File: src/rtl/rqfbo_pkg.sv
// ----------------------------------------------------------------------------
// Ring queue package
// Request, status and register codes, channel payload types and the
// command bundle between the queue controller and its datapath.
// ----------------------------------------------------------------------------
package rqfbo_pkg;

    localparam int ITEM_W = 32;
    localparam int CNT_W  = 5;
    localparam int REQ_W  = 3;
    localparam int STS_W  = 2;
    localparam int CFG_IDX_W  = 2;
    localparam int CFG_DATA_W = 5;

    localparam logic [REQ_W-1:0] REQ_BACK      = 3'd0;
    localparam logic [REQ_W-1:0] REQ_FRONT     = 3'd1;
    localparam logic [REQ_W-1:0] REQ_OVERWRITE = 3'd2;
    localparam logic [REQ_W-1:0] REQ_RECEIVE   = 3'd3;
    localparam logic [REQ_W-1:0] REQ_RESET     = 3'd4;

    localparam logic [STS_W-1:0] ST_PASS  = 2'd0;
    localparam logic [STS_W-1:0] ST_FULL  = 2'd1;
    localparam logic [STS_W-1:0] ST_EMPTY = 2'd2;

    localparam logic [CFG_IDX_W-1:0] CFG_QUEUE_LENGTH  = 2'd0;
    localparam logic [CFG_IDX_W-1:0] CFG_COUNTING_ONLY = 2'd1;
    localparam logic [CFG_IDX_W-1:0] CFG_INITIAL_COUNT = 2'd2;

    typedef struct packed {
        logic [REQ_W-1:0]  req_type;
        logic [ITEM_W-1:0] item_in;
    } t_in_item;

    typedef struct packed {
        logic [STS_W-1:0]  status;
        logic [ITEM_W-1:0] item_out;
        logic [CNT_W-1:0]  fill_count;
    } t_out_item;

    typedef struct packed {
        logic load;
        logic exec;
        logic emit;
    } t_ctl_cmd;

endpackage

File: src/rtl/rqfbo_ctrl.sv
// ----------------------------------------------------------------------------
// Ring queue controller
// Sequences one transaction at a time: capture, execute, deliver to the
// output register once it is free.
// ----------------------------------------------------------------------------
module rqfbo_ctrl (
    input  logic                i_clk,
    input  logic                i_rst_n,
    input  logic                i_in_valid,
    output logic                o_in_ready,
    output logic                o_out_valid,
    input  logic                i_out_ready,
    output rqfbo_pkg::t_ctl_cmd o_cmd
);

    typedef enum logic [1:0] {
        S_IDLE,
        S_EXEC,
        S_DONE
    } t_state;

    t_state r_state;
    t_state n_state;
    logic   r_out_valid;
    logic   n_out_valid;
    logic   out_free;

    assign out_free = !r_out_valid || i_out_ready;

    always_comb begin
        o_cmd.load = (r_state == S_IDLE) && i_in_valid;
        o_cmd.exec = (r_state == S_EXEC);
        o_cmd.emit = (r_state == S_DONE) && out_free;
    end

    always_comb begin
        n_state     = r_state;
        n_out_valid = r_out_valid && !i_out_ready;
        unique case (r_state)
            S_IDLE: begin
                if (i_in_valid) begin
                    n_state = S_EXEC;
                end
            end
            S_EXEC: begin
                n_state = S_DONE;
            end
            S_DONE: begin
                if (out_free) begin
                    n_state     = S_IDLE;
                    n_out_valid = 1'b1;
                end
            end
            default: begin
                n_state = S_IDLE;
            end
        endcase
    end

    always_ff @(posedge i_clk) begin
        if (!i_rst_n) begin
            r_state     <= S_IDLE;
            r_out_valid <= 1'b0;
        end else begin
            r_state     <= n_state;
            r_out_valid <= n_out_valid;
        end
    end

    assign o_in_ready  = (r_state == S_IDLE);
    assign o_out_valid = r_out_valid;

    a_accept_then_exec: assert property (@(posedge i_clk) disable iff (!i_rst_n)
        (i_in_valid && o_in_ready) |=> o_cmd.exec)
        else $error("accepted transaction not executed");

    a_emit_needs_room: assert property (@(posedge i_clk) disable iff (!i_rst_n)
        o_cmd.emit |-> (!r_out_valid || i_out_ready))
        else $error("result loaded over a pending result");

    a_cmd_onehot: assert property (@(posedge i_clk) disable iff (!i_rst_n)
        $onehot0({o_cmd.load, o_cmd.exec, o_cmd.emit}))
        else $error("conflicting datapath commands");

    a_emit_sets_valid: assert property (@(posedge i_clk) disable iff (!i_rst_n)
        o_cmd.emit |=> o_out_valid)
        else $error("result loaded without valid");

endmodule

File: src/rtl/rqfbo_dp.sv
// ----------------------------------------------------------------------------
// Ring queue datapath
// Configuration registers, slot memory, indices, message count and the
// output register.
// ----------------------------------------------------------------------------
module rqfbo_dp #(
    parameter int QUEUE_DEPTH = 16
) (
    input  logic                                 i_clk,
    input  logic                                 i_rst_n,
    input  rqfbo_pkg::t_ctl_cmd                  i_cmd,
    input  rqfbo_pkg::t_in_item                  i_in_item,
    input  logic                                 i_cfg_we,
    input  logic [rqfbo_pkg::CFG_IDX_W-1:0]      i_cfg_idx,
    input  logic [rqfbo_pkg::CFG_DATA_W-1:0]     i_cfg_data,
    output rqfbo_pkg::t_out_item                 o_out_item
);

    localparam int CNT_W   = rqfbo_pkg::CNT_W;
    localparam int IDX_W   = (QUEUE_DEPTH > 1) ? $clog2(QUEUE_DEPTH) : 1;
    localparam int CMP_W   = ((IDX_W > CNT_W) ? IDX_W : CNT_W) + 1;
    localparam int CNT_MAX = (1 << CNT_W) - 1;
    localparam int CAP_INT = (QUEUE_DEPTH > CNT_MAX) ? CNT_MAX : QUEUE_DEPTH;
    localparam logic [CNT_W-1:0] LEN_CAP   = CNT_W'(CAP_INT);
    localparam logic [IDX_W-1:0] RI_RESET  = IDX_W'(QUEUE_DEPTH - 1);

    logic [CNT_W-1:0] r_queue_length;
    logic             r_counting_only;
    logic [CNT_W-1:0] r_initial_count;

    logic [rqfbo_pkg::ITEM_W-1:0] r_slot_store [QUEUE_DEPTH];
    logic [IDX_W-1:0]             r_write_index;
    logic [IDX_W-1:0]             r_read_index;
    logic [CNT_W-1:0]             r_message_count;

    rqfbo_pkg::t_in_item           r_req;
    logic [rqfbo_pkg::ITEM_W-1:0]  r_rd_data;
    logic [rqfbo_pkg::STS_W-1:0]   r_res_status;
    logic                          r_res_take;
    rqfbo_pkg::t_out_item          r_out;

    logic [IDX_W-1:0]             n_write_index;
    logic [IDX_W-1:0]             n_read_index;
    logic [CNT_W-1:0]             n_message_count;
    logic [rqfbo_pkg::STS_W-1:0]  n_status;
    logic                         n_take;
    logic                         mem_we;
    logic [IDX_W-1:0]             mem_addr;

    logic [CNT_W-1:0] len;
    logic [CMP_W-1:0] len_x;
    logic [IDX_W-1:0] wi_inc;
    logic [IDX_W-1:0] ri_inc;
    logic [IDX_W-1:0] ri_dec;
    logic [IDX_W-1:0] len_m1;
    logic [CNT_W-1:0] init_sat;

    always_ff @(posedge i_clk) begin
        if (!i_rst_n) begin
            r_queue_length  <= CNT_W'(16);
            r_counting_only <= 1'b0;
            r_initial_count <= '0;
        end else if (i_cfg_we) begin
            unique case (i_cfg_idx)
                rqfbo_pkg::CFG_QUEUE_LENGTH:  r_queue_length  <= i_cfg_data;
                rqfbo_pkg::CFG_COUNTING_ONLY: r_counting_only <= i_cfg_data[0];
                rqfbo_pkg::CFG_INITIAL_COUNT: r_initial_count <= i_cfg_data;
                default: begin
                end
            endcase
        end
    end

    always_comb begin
        if (r_queue_length == '0) begin
            len = CNT_W'(1);
        end else if (r_queue_length > LEN_CAP) begin
            len = LEN_CAP;
        end else begin
            len = r_queue_length;
        end
        len_x    = CMP_W'(len);
        len_m1   = IDX_W'(len_x - CMP_W'(1));
        wi_inc   = ((CMP_W'(r_write_index) + CMP_W'(1)) >= len_x) ?
                   '0 : r_write_index + IDX_W'(1);
        ri_inc   = ((CMP_W'(r_read_index) + CMP_W'(1)) >= len_x) ?
                   '0 : r_read_index + IDX_W'(1);
        ri_dec   = (r_read_index == '0) ? len_m1 : r_read_index - IDX_W'(1);
        init_sat = (r_initial_count > len) ? len : r_initial_count;
    end

    always_comb begin
        n_write_index   = r_write_index;
        n_read_index    = r_read_index;
        n_message_count = r_message_count;
        n_status        = rqfbo_pkg::ST_PASS;
        n_take          = 1'b0;
        mem_we          = 1'b0;
        mem_addr        = r_write_index;
        unique case (r_req.req_type) inside
            rqfbo_pkg::REQ_BACK, rqfbo_pkg::REQ_FRONT: begin
                if (r_message_count >= len) begin
                    n_status = rqfbo_pkg::ST_FULL;
                end else begin
                    if (!r_counting_only) begin
                        mem_we = 1'b1;
                        if (r_req.req_type == rqfbo_pkg::REQ_BACK) begin
                            n_write_index = wi_inc;
                        end else begin
                            mem_addr     = r_read_index;
                            n_read_index = ri_dec;
                        end
                    end
                    n_message_count = r_message_count + CNT_W'(1);
                end
            end
            rqfbo_pkg::REQ_OVERWRITE: begin
                if (!r_counting_only) begin
                    mem_we       = 1'b1;
                    mem_addr     = r_read_index;
                    n_read_index = ri_dec;
                end
                if (r_message_count == '0) begin
                    n_message_count = CNT_W'(1);
                end
            end
            rqfbo_pkg::REQ_RECEIVE: begin
                if (r_message_count == '0) begin
                    n_status = rqfbo_pkg::ST_EMPTY;
                end else begin
                    if (!r_counting_only) begin
                        n_read_index = ri_inc;
                        n_take       = 1'b1;
                    end
                    n_message_count = r_message_count - CNT_W'(1);
                end
            end
            rqfbo_pkg::REQ_RESET: begin
                n_write_index   = '0;
                n_read_index    = len_m1;
                n_message_count = r_counting_only ? init_sat : '0;
            end
            default: begin
            end
        endcase
    end

    always_ff @(posedge i_clk) begin
        if (!i_rst_n) begin
            r_write_index   <= '0;
            r_read_index    <= RI_RESET;
            r_message_count <= '0;
        end else if (i_cmd.exec) begin
            r_write_index   <= n_write_index;
            r_read_index    <= n_read_index;
            r_message_count <= n_message_count;
        end
    end

    always_ff @(posedge i_clk) begin
        if (i_cmd.exec && mem_we) begin
            r_slot_store[mem_addr] <= r_req.item_in;
        end
        if (i_cmd.exec) begin
            r_rd_data <= r_slot_store[ri_inc];
        end
    end

    always_ff @(posedge i_clk) begin
        if (i_cmd.load) begin
            r_req <= i_in_item;
        end
        if (i_cmd.exec) begin
            r_res_status <= n_status;
            r_res_take   <= n_take;
        end
        if (i_cmd.emit) begin
            r_out.status     <= r_res_status;
            r_out.item_out   <= r_res_take ? r_rd_data : '0;
            r_out.fill_count <= r_message_count;
        end
    end

    assign o_out_item = r_out;

endmodule

File: src/rtl/ring_queue_front_back_overwrite_top.sv
// ----------------------------------------------------------------------------
// Ring queue with front, back and overwrite sends
// Circular message queue engine: send back, send front, overwrite,
// receive and queue reset, with an optional count-only mode.
// ----------------------------------------------------------------------------
// Usage:
//   Requests enter on the input channel (i_in_valid / o_in_ready) as a
//   request code and an item. Each transaction gives exactly one result on
//   the output channel (o_out_valid / i_out_ready): status, received item
//   and the message count after the request.
//   An accepted request is captured, executed, then delivered to the output
//   register once it is free, and only then is a new request taken; the
//   controller runs these steps in turn; the slot memory read is registered.
//   The input side accepts a new request while a result still waits in the
//   output register; when the receiver stalls, the following request holds
//   in the deliver step until the output register is taken.
//   Configuration writes (i_cfg_we, i_cfg_idx, i_cfg_data) take effect at
//   once. Issue them only while the queue is idle; the block does not check.
//   Reset: empty queue, write index 0, read index at the last slot,
//   length 16, data mode, initial count 0. Slot contents are not cleared.
// ----------------------------------------------------------------------------
module ring_queue_front_back_overwrite_top #(
    parameter int QUEUE_DEPTH = 16
) (
    input  logic                                 i_clk,
    input  logic                                 i_rst_n,
    input  logic                                 i_in_valid,
    output logic                                 o_in_ready,
    input  rqfbo_pkg::t_in_item                  i_in_item,
    output logic                                 o_out_valid,
    input  logic                                 i_out_ready,
    output rqfbo_pkg::t_out_item                 o_out_item,
    input  logic                                 i_cfg_we,
    input  logic [rqfbo_pkg::CFG_IDX_W-1:0]      i_cfg_idx,
    input  logic [rqfbo_pkg::CFG_DATA_W-1:0]     i_cfg_data
);

    rqfbo_pkg::t_ctl_cmd cmd;

    rqfbo_ctrl u_ctrl (
        .i_clk       (i_clk),
        .i_rst_n     (i_rst_n),
        .i_in_valid  (i_in_valid),
        .o_in_ready  (o_in_ready),
        .o_out_valid (o_out_valid),
        .i_out_ready (i_out_ready),
        .o_cmd       (cmd)
    );

    rqfbo_dp #(
        .QUEUE_DEPTH (QUEUE_DEPTH)
    ) u_dp (
        .i_clk      (i_clk),
        .i_rst_n    (i_rst_n),
        .i_cmd      (cmd),
        .i_in_item  (i_in_item),
        .i_cfg_we   (i_cfg_we),
        .i_cfg_idx  (i_cfg_idx),
        .i_cfg_data (i_cfg_data),
        .o_out_item (o_out_item)
    );

endmodule

File: config.mk
export PLATFORM = sky130hd
export DESIGN_NAME = ring_queue_front_back_overwrite_top
export DESIGN_NICKNAME = d
export VERILOG_FILES = /design/src/rtl/rqfbo_pkg.sv /design/src/rtl/rqfbo_ctrl.sv /design/src/rtl/rqfbo_dp.sv /design/src/rtl/ring_queue_front_back_overwrite_top.sv
export SDC_FILE = /design/constraint.sdc
export NUM_CORES = 1
export LEC_CHECK = 0
export ABC_AREA = 0
export BUFFER_PORTS_ARGS = -buffer_cell sky130_fd_sc_hd__buf_2
export CORE_ASPECT_RATIO = 0.9
export CORE_MARGIN = 10
export CORE_UTILIZATION = 55
export CTS_BUF_LIST = sky130_fd_sc_hd__clkbuf_4
export DETAILED_ROUTE_END_ITERATION = 10
export GPL_TIMING_DRIVEN = 0
export HOLD_SLACK_MARGIN = 0.06
export PLACE_DENSITY_LB_ADDON = 0.08
export SLEW_MARGIN = 20
export SYNTH_ARGS = -nofsm -noshare
export SYNTH_HDL_FRONTEND = slang
export SYNTH_SLANG_ARGS = --single-unit
File: constraint.sdc
create_clock -name i_clk -period 8.05 [get_ports i_clk]
set_input_delay 1.61 -clock i_clk [delete_from_list [all_inputs] [get_ports i_clk]]
set_output_delay 1.61 -clock i_clk [all_outputs]
set_load 0.1 [all_outputs]
==> results.txt <==
- Setup violations remaining at the end of the flow were counted as 0.
- TritonCTS built the clock tree.
- Count of cell types in the netlist: 71
- STA classifies the critical path endpoint as a flop.
* Worst Skew: 0.0542 ns
- Total wire length: approximately 72 mm
- The die is ~230 microns tall.
- Buffers from clock root to sink, at most: 3
- The cell count after synthesis came out at 1778.
- Total of hold buffers inserted after clock tree synthesis: 0
* Kind of cell adding the most delay to the critical path: buffers and inverters
* Synthesis-stage register bit count: approximately 650
- PostCTS Resize Cnt: 0
- In this run the critical register-to-register path is captured at u_dp.r_rd_data[19].
* Top cells by area, synth: sky130_fd_sc_hd__edfxtp_1, sky130_fd_sc_hd__mux2i_1, sky130_fd_sc_hd__o211ai_1, sky130_fd_sc_hd__nand2_1, sky130_fd_sc_hd__dfxtp_1
- In this run, synthesis inferred 621 flip-flops with an integrated enable.
- The number of antenna violations at the first check in global routing is 3.
* Crit Path Class: reg -> reg
- Total congestion overflow after global routing: 0
- The path with the worst hold slack has its endpoint at u_dp.o_out_item[37].
- Post-CTS setup repair buffer count: 0
* Fin Setup TNS: 0 ns
- Drt first pass iters: 6
- Post-DP HPWL: 48.4 mm
- Total power for the finished layout comes to 0.00749 W.
* Register-to-register setup slack: 2.93 ns
* Global router's overall resource usage: 0.250
- Effective utilization at floorplan: 0.557
- Data arrival at the endpoint of the critical path: 5.99 ns
* Post-detailed-route via-to-cell ratio: 6.21
* Number of sinks on the clock net: 648
* Instance count along the most critical hold path: 0
- Area of the core: 0.0479 sq mm
* Period utilization: 0.636
* Highest cell delay on the worst timing path: 0.67 ns
* Sequence of cells on the critical path: inv_1, clkbuf_1, clkbuf_1, clkbuf_1, ha_1, ha_1, a21oi_1, o21ai_1, a21oi_1, clkbuf_1, o211ai_1, a41oi_1, a22o_1
- Each instance of the synthesized netlist takes up on average about 15 sq um.
- Yosys printed 0 warnings.
- Cell area after technology mapping: 0.0267 sq mm
- In this run the power density over the cells is 243 mW/mm^2.
- Reg area: 0.0192 sq mm
- Total of fill cells in the finished design: 3578
* Async set or reset register ratio after synthesis: 0
- Area grow syn2layout: 15.6%
* GP Congestion: 0.858
- In the final design database the tool counted 2133 nets.
* Antenna-violating nets left: 0
- Clock Latency Late Sink: between 1 and 1.5 ns
- Startpoint of the worst-slack reg-to-reg timing path: u_dp.r_read_index[0]
* Wire length of the first global-routing pass: roughly 110 mm
- In the routed design, unresolved DRC markers number 0.
* Pin count of the biggest net entering global routing: 45
- Cell type contributing the most total cell area after synthesis: sky130_fd_sc_hd__edfxtp_1
* Final period demand of the worst path: ~5.1 ns
- In this run the most critical hold path is launched from u_dp.r_res_status[0].
- Setup repair after global routing left no endpoint under its margin.
- Crit path buf inv count: 5
* Multi-input combinational cell area: 0.00717 sq mm
* Highest clock rate: 195 MHz
- Worst IR drop on VDD: 0.154 mV
- The floorplan has between 70 and 80 rows.
- Horizontal die dimension: around 250 microns
- Counting buffers and inverters, the worst setup path is 13 cells deep.
- After the first detailed-routing iteration, the DRC count stood at 2082.
- Launch point of the critical path: u_dp.r_read_index[0]
- Slowest-stage cell, CP: sky130_fd_sc_hd__clkbuf_1
* Nets in the synthesized netlist: 1853
* Startpoint types: flop
* Crit path max fanout: 10
- Top cell by count, worst path: sky130_fd_sc_hd__clkbuf_1
- Prevailing post-synth register cell: sky130_fd_sc_hd__edfxtp_1
* H-tree depth: 4
- Worst hold slack: 0.435 ns
* Path depth of the worst reg2reg path: 13
- Number of top-level pins: 88
- Dividing the detail-routed wire length by the instance count gives 25.9 microns.
* Pleak: 10.9 nW
- WP data required: just under 9 ns
- Die Footprint: 0.0578 sq mm
* Max-slew violation count: 0
* Max-slew headroom: 0.295
- The final hold violation count is 0.
- Across the run, the number of max-cap violations was 0.
* Result of the run: complete, no violations
- Fraction of layout instances using a drive strength above 1: 0.209
* Sequential cell area fraction in the yosys report: 0.718
- Input and output buffers added on the ports amount to 86.
* Number of CTS-inserted buffers: 160
- The root buffer cell chosen for the clock tree is sky130_fd_sc_hd__clkbuf_4.
- Clock-pin transition on the worst setup and hold timing paths: 0.07 ns
- Actual slew at the worst max-slew pin: 1.06 ns
- DR vias: about 17000
- Area share of the largest cell type after synthesis: 0.698
- Hold/Removal Path Class: reg -> reg
- Vias in the first global route: 17400
==> cell usage after synthesis, drive strengths merged, types with 31 or more instances <==
cell type,count
a22oi,34
a22o,31
o211ai,104
nor3,34
o2111ai,31
or3,31
nand2,153
mux2i,138
clkbuf,62
and2,36
buf,57
edfxtp,621
o21ai,75
a21oi,80
==> state kept, by name (all words and copies together), names as in the netlist, 4 cells and up <==
name                  cells
u_dp.r_read_index         4
u_dp.r_message_count      5
u_dp.r_rd_data           32
u_dp.r_slot_store       512
u_dp.r_req               35
u_dp.r_initial_count      5
u_dp.r_write_index        4
u_dp.r_queue_length       5
u_dp.o_out_item          39
==> logic make-up after synthesis <==
family	synth area share
AO/OA/AOI/OAI	0.128
XOR/XNOR	0.00295
adder cells (fa/ha/maj)	0.0134
buffers and inverters	0.0219
flip-flops	0.718
multiplexers	0.0526
AND/OR/NAND/NOR	0.0627
==> worst max path at each step <==
stage / endpoint / slack (ns)
after floorplan: u_dp.r_slot_store[0][0] / 3.79
after global placement: u_dp.r_slot_store[7][16] / 1.36
after detailed placement: u_dp.r_rd_data[19] / 3.10
after CTS: u_dp.r_rd_data[19] / 3.09
after global routing: u_dp.r_rd_data[10] / 2.68
final: u_dp.r_rd_data[19] / 2.93
==> power by group <==
| part | leakage (nW) | internal [W] | total [W] | switching, W |
|---|---|---|---|---|
| clock | 1.15 | 0.00135 | 0.00261 | 0.00126 |
| combinational | 3.86 | 0.000304 | 0.00105 | 0.000749 |
| sequential | 5.85 | 0.00377 | 0.00383 | 0.0000603 |
==> area by class of cell <==
| cell class | instances | share of cell area |
|---|---|---|
| Antenna cell | 6 | 0.000486 |
| Multi-Input combinational cell | 995 | 0.232 |
| Tap cell | 624 | 0.0253 |
| Buffer | 119 | 0.0171 |
| Timing Repair Buffer | 118 | 0.0402 |
| Clock inverter | 26 | 0.00418 |
| Inverter | 16 | 0.00195 |
| Sequential cell | 648 | 0.622 |
| Clock buffer | 234 | 0.0569 |
==> metal layers <==
metal,up-vias,GRT usage,wire length [microns]
li1,7726,-,-
met1,8506,0.335,30000
met2,913,0.387,33700
met3,154,0.0648,6560
met4,0,0.0995,1950
met5,-,0,0
==> per-stage QoR <==
| stage | area, sq um | utilization | instances | setup slack, ns |
|---|---|---|---|---|
| final | 30900 | 0.644 | 2786 | 2.93 |
| after global routing | 30900 | 0.644 | 2783 | 2.68 |
| after CTS | 30900 | 0.644 | 2780 | 3.09 |
| after detailed placement | 29000 | 0.604 | 2520 | 3.10 |
| after global placement | 27900 | 0.583 | 2488 | 1.36 |
| after floorplan | 26700 | - | 1778 | 3.79 |
==> layout by cell type (no fill, tap or decap), drive strengths merged, types with 22 or more instances in the layout <==
| cell | n |
|---|---|
| a22oi | 34 |
| mux2i | 138 |
| nor3 | 34 |
| nand2 | 153 |
| a21oi | 80 |
| clkinv | 22 |
| clkbuf | 296 |
| dfxtp | 27 |
| a41oi | 30 |
| o2bb2ai | 30 |
| a22o | 31 |
| o211ai | 104 |
| ha | 27 |
| buf | 175 |
| edfxtp | 621 |
| o21ai | 75 |
| and2 | 36 |
| or3 | 31 |
| o2111ai | 31 |
(Power assumes the default switching activity.)
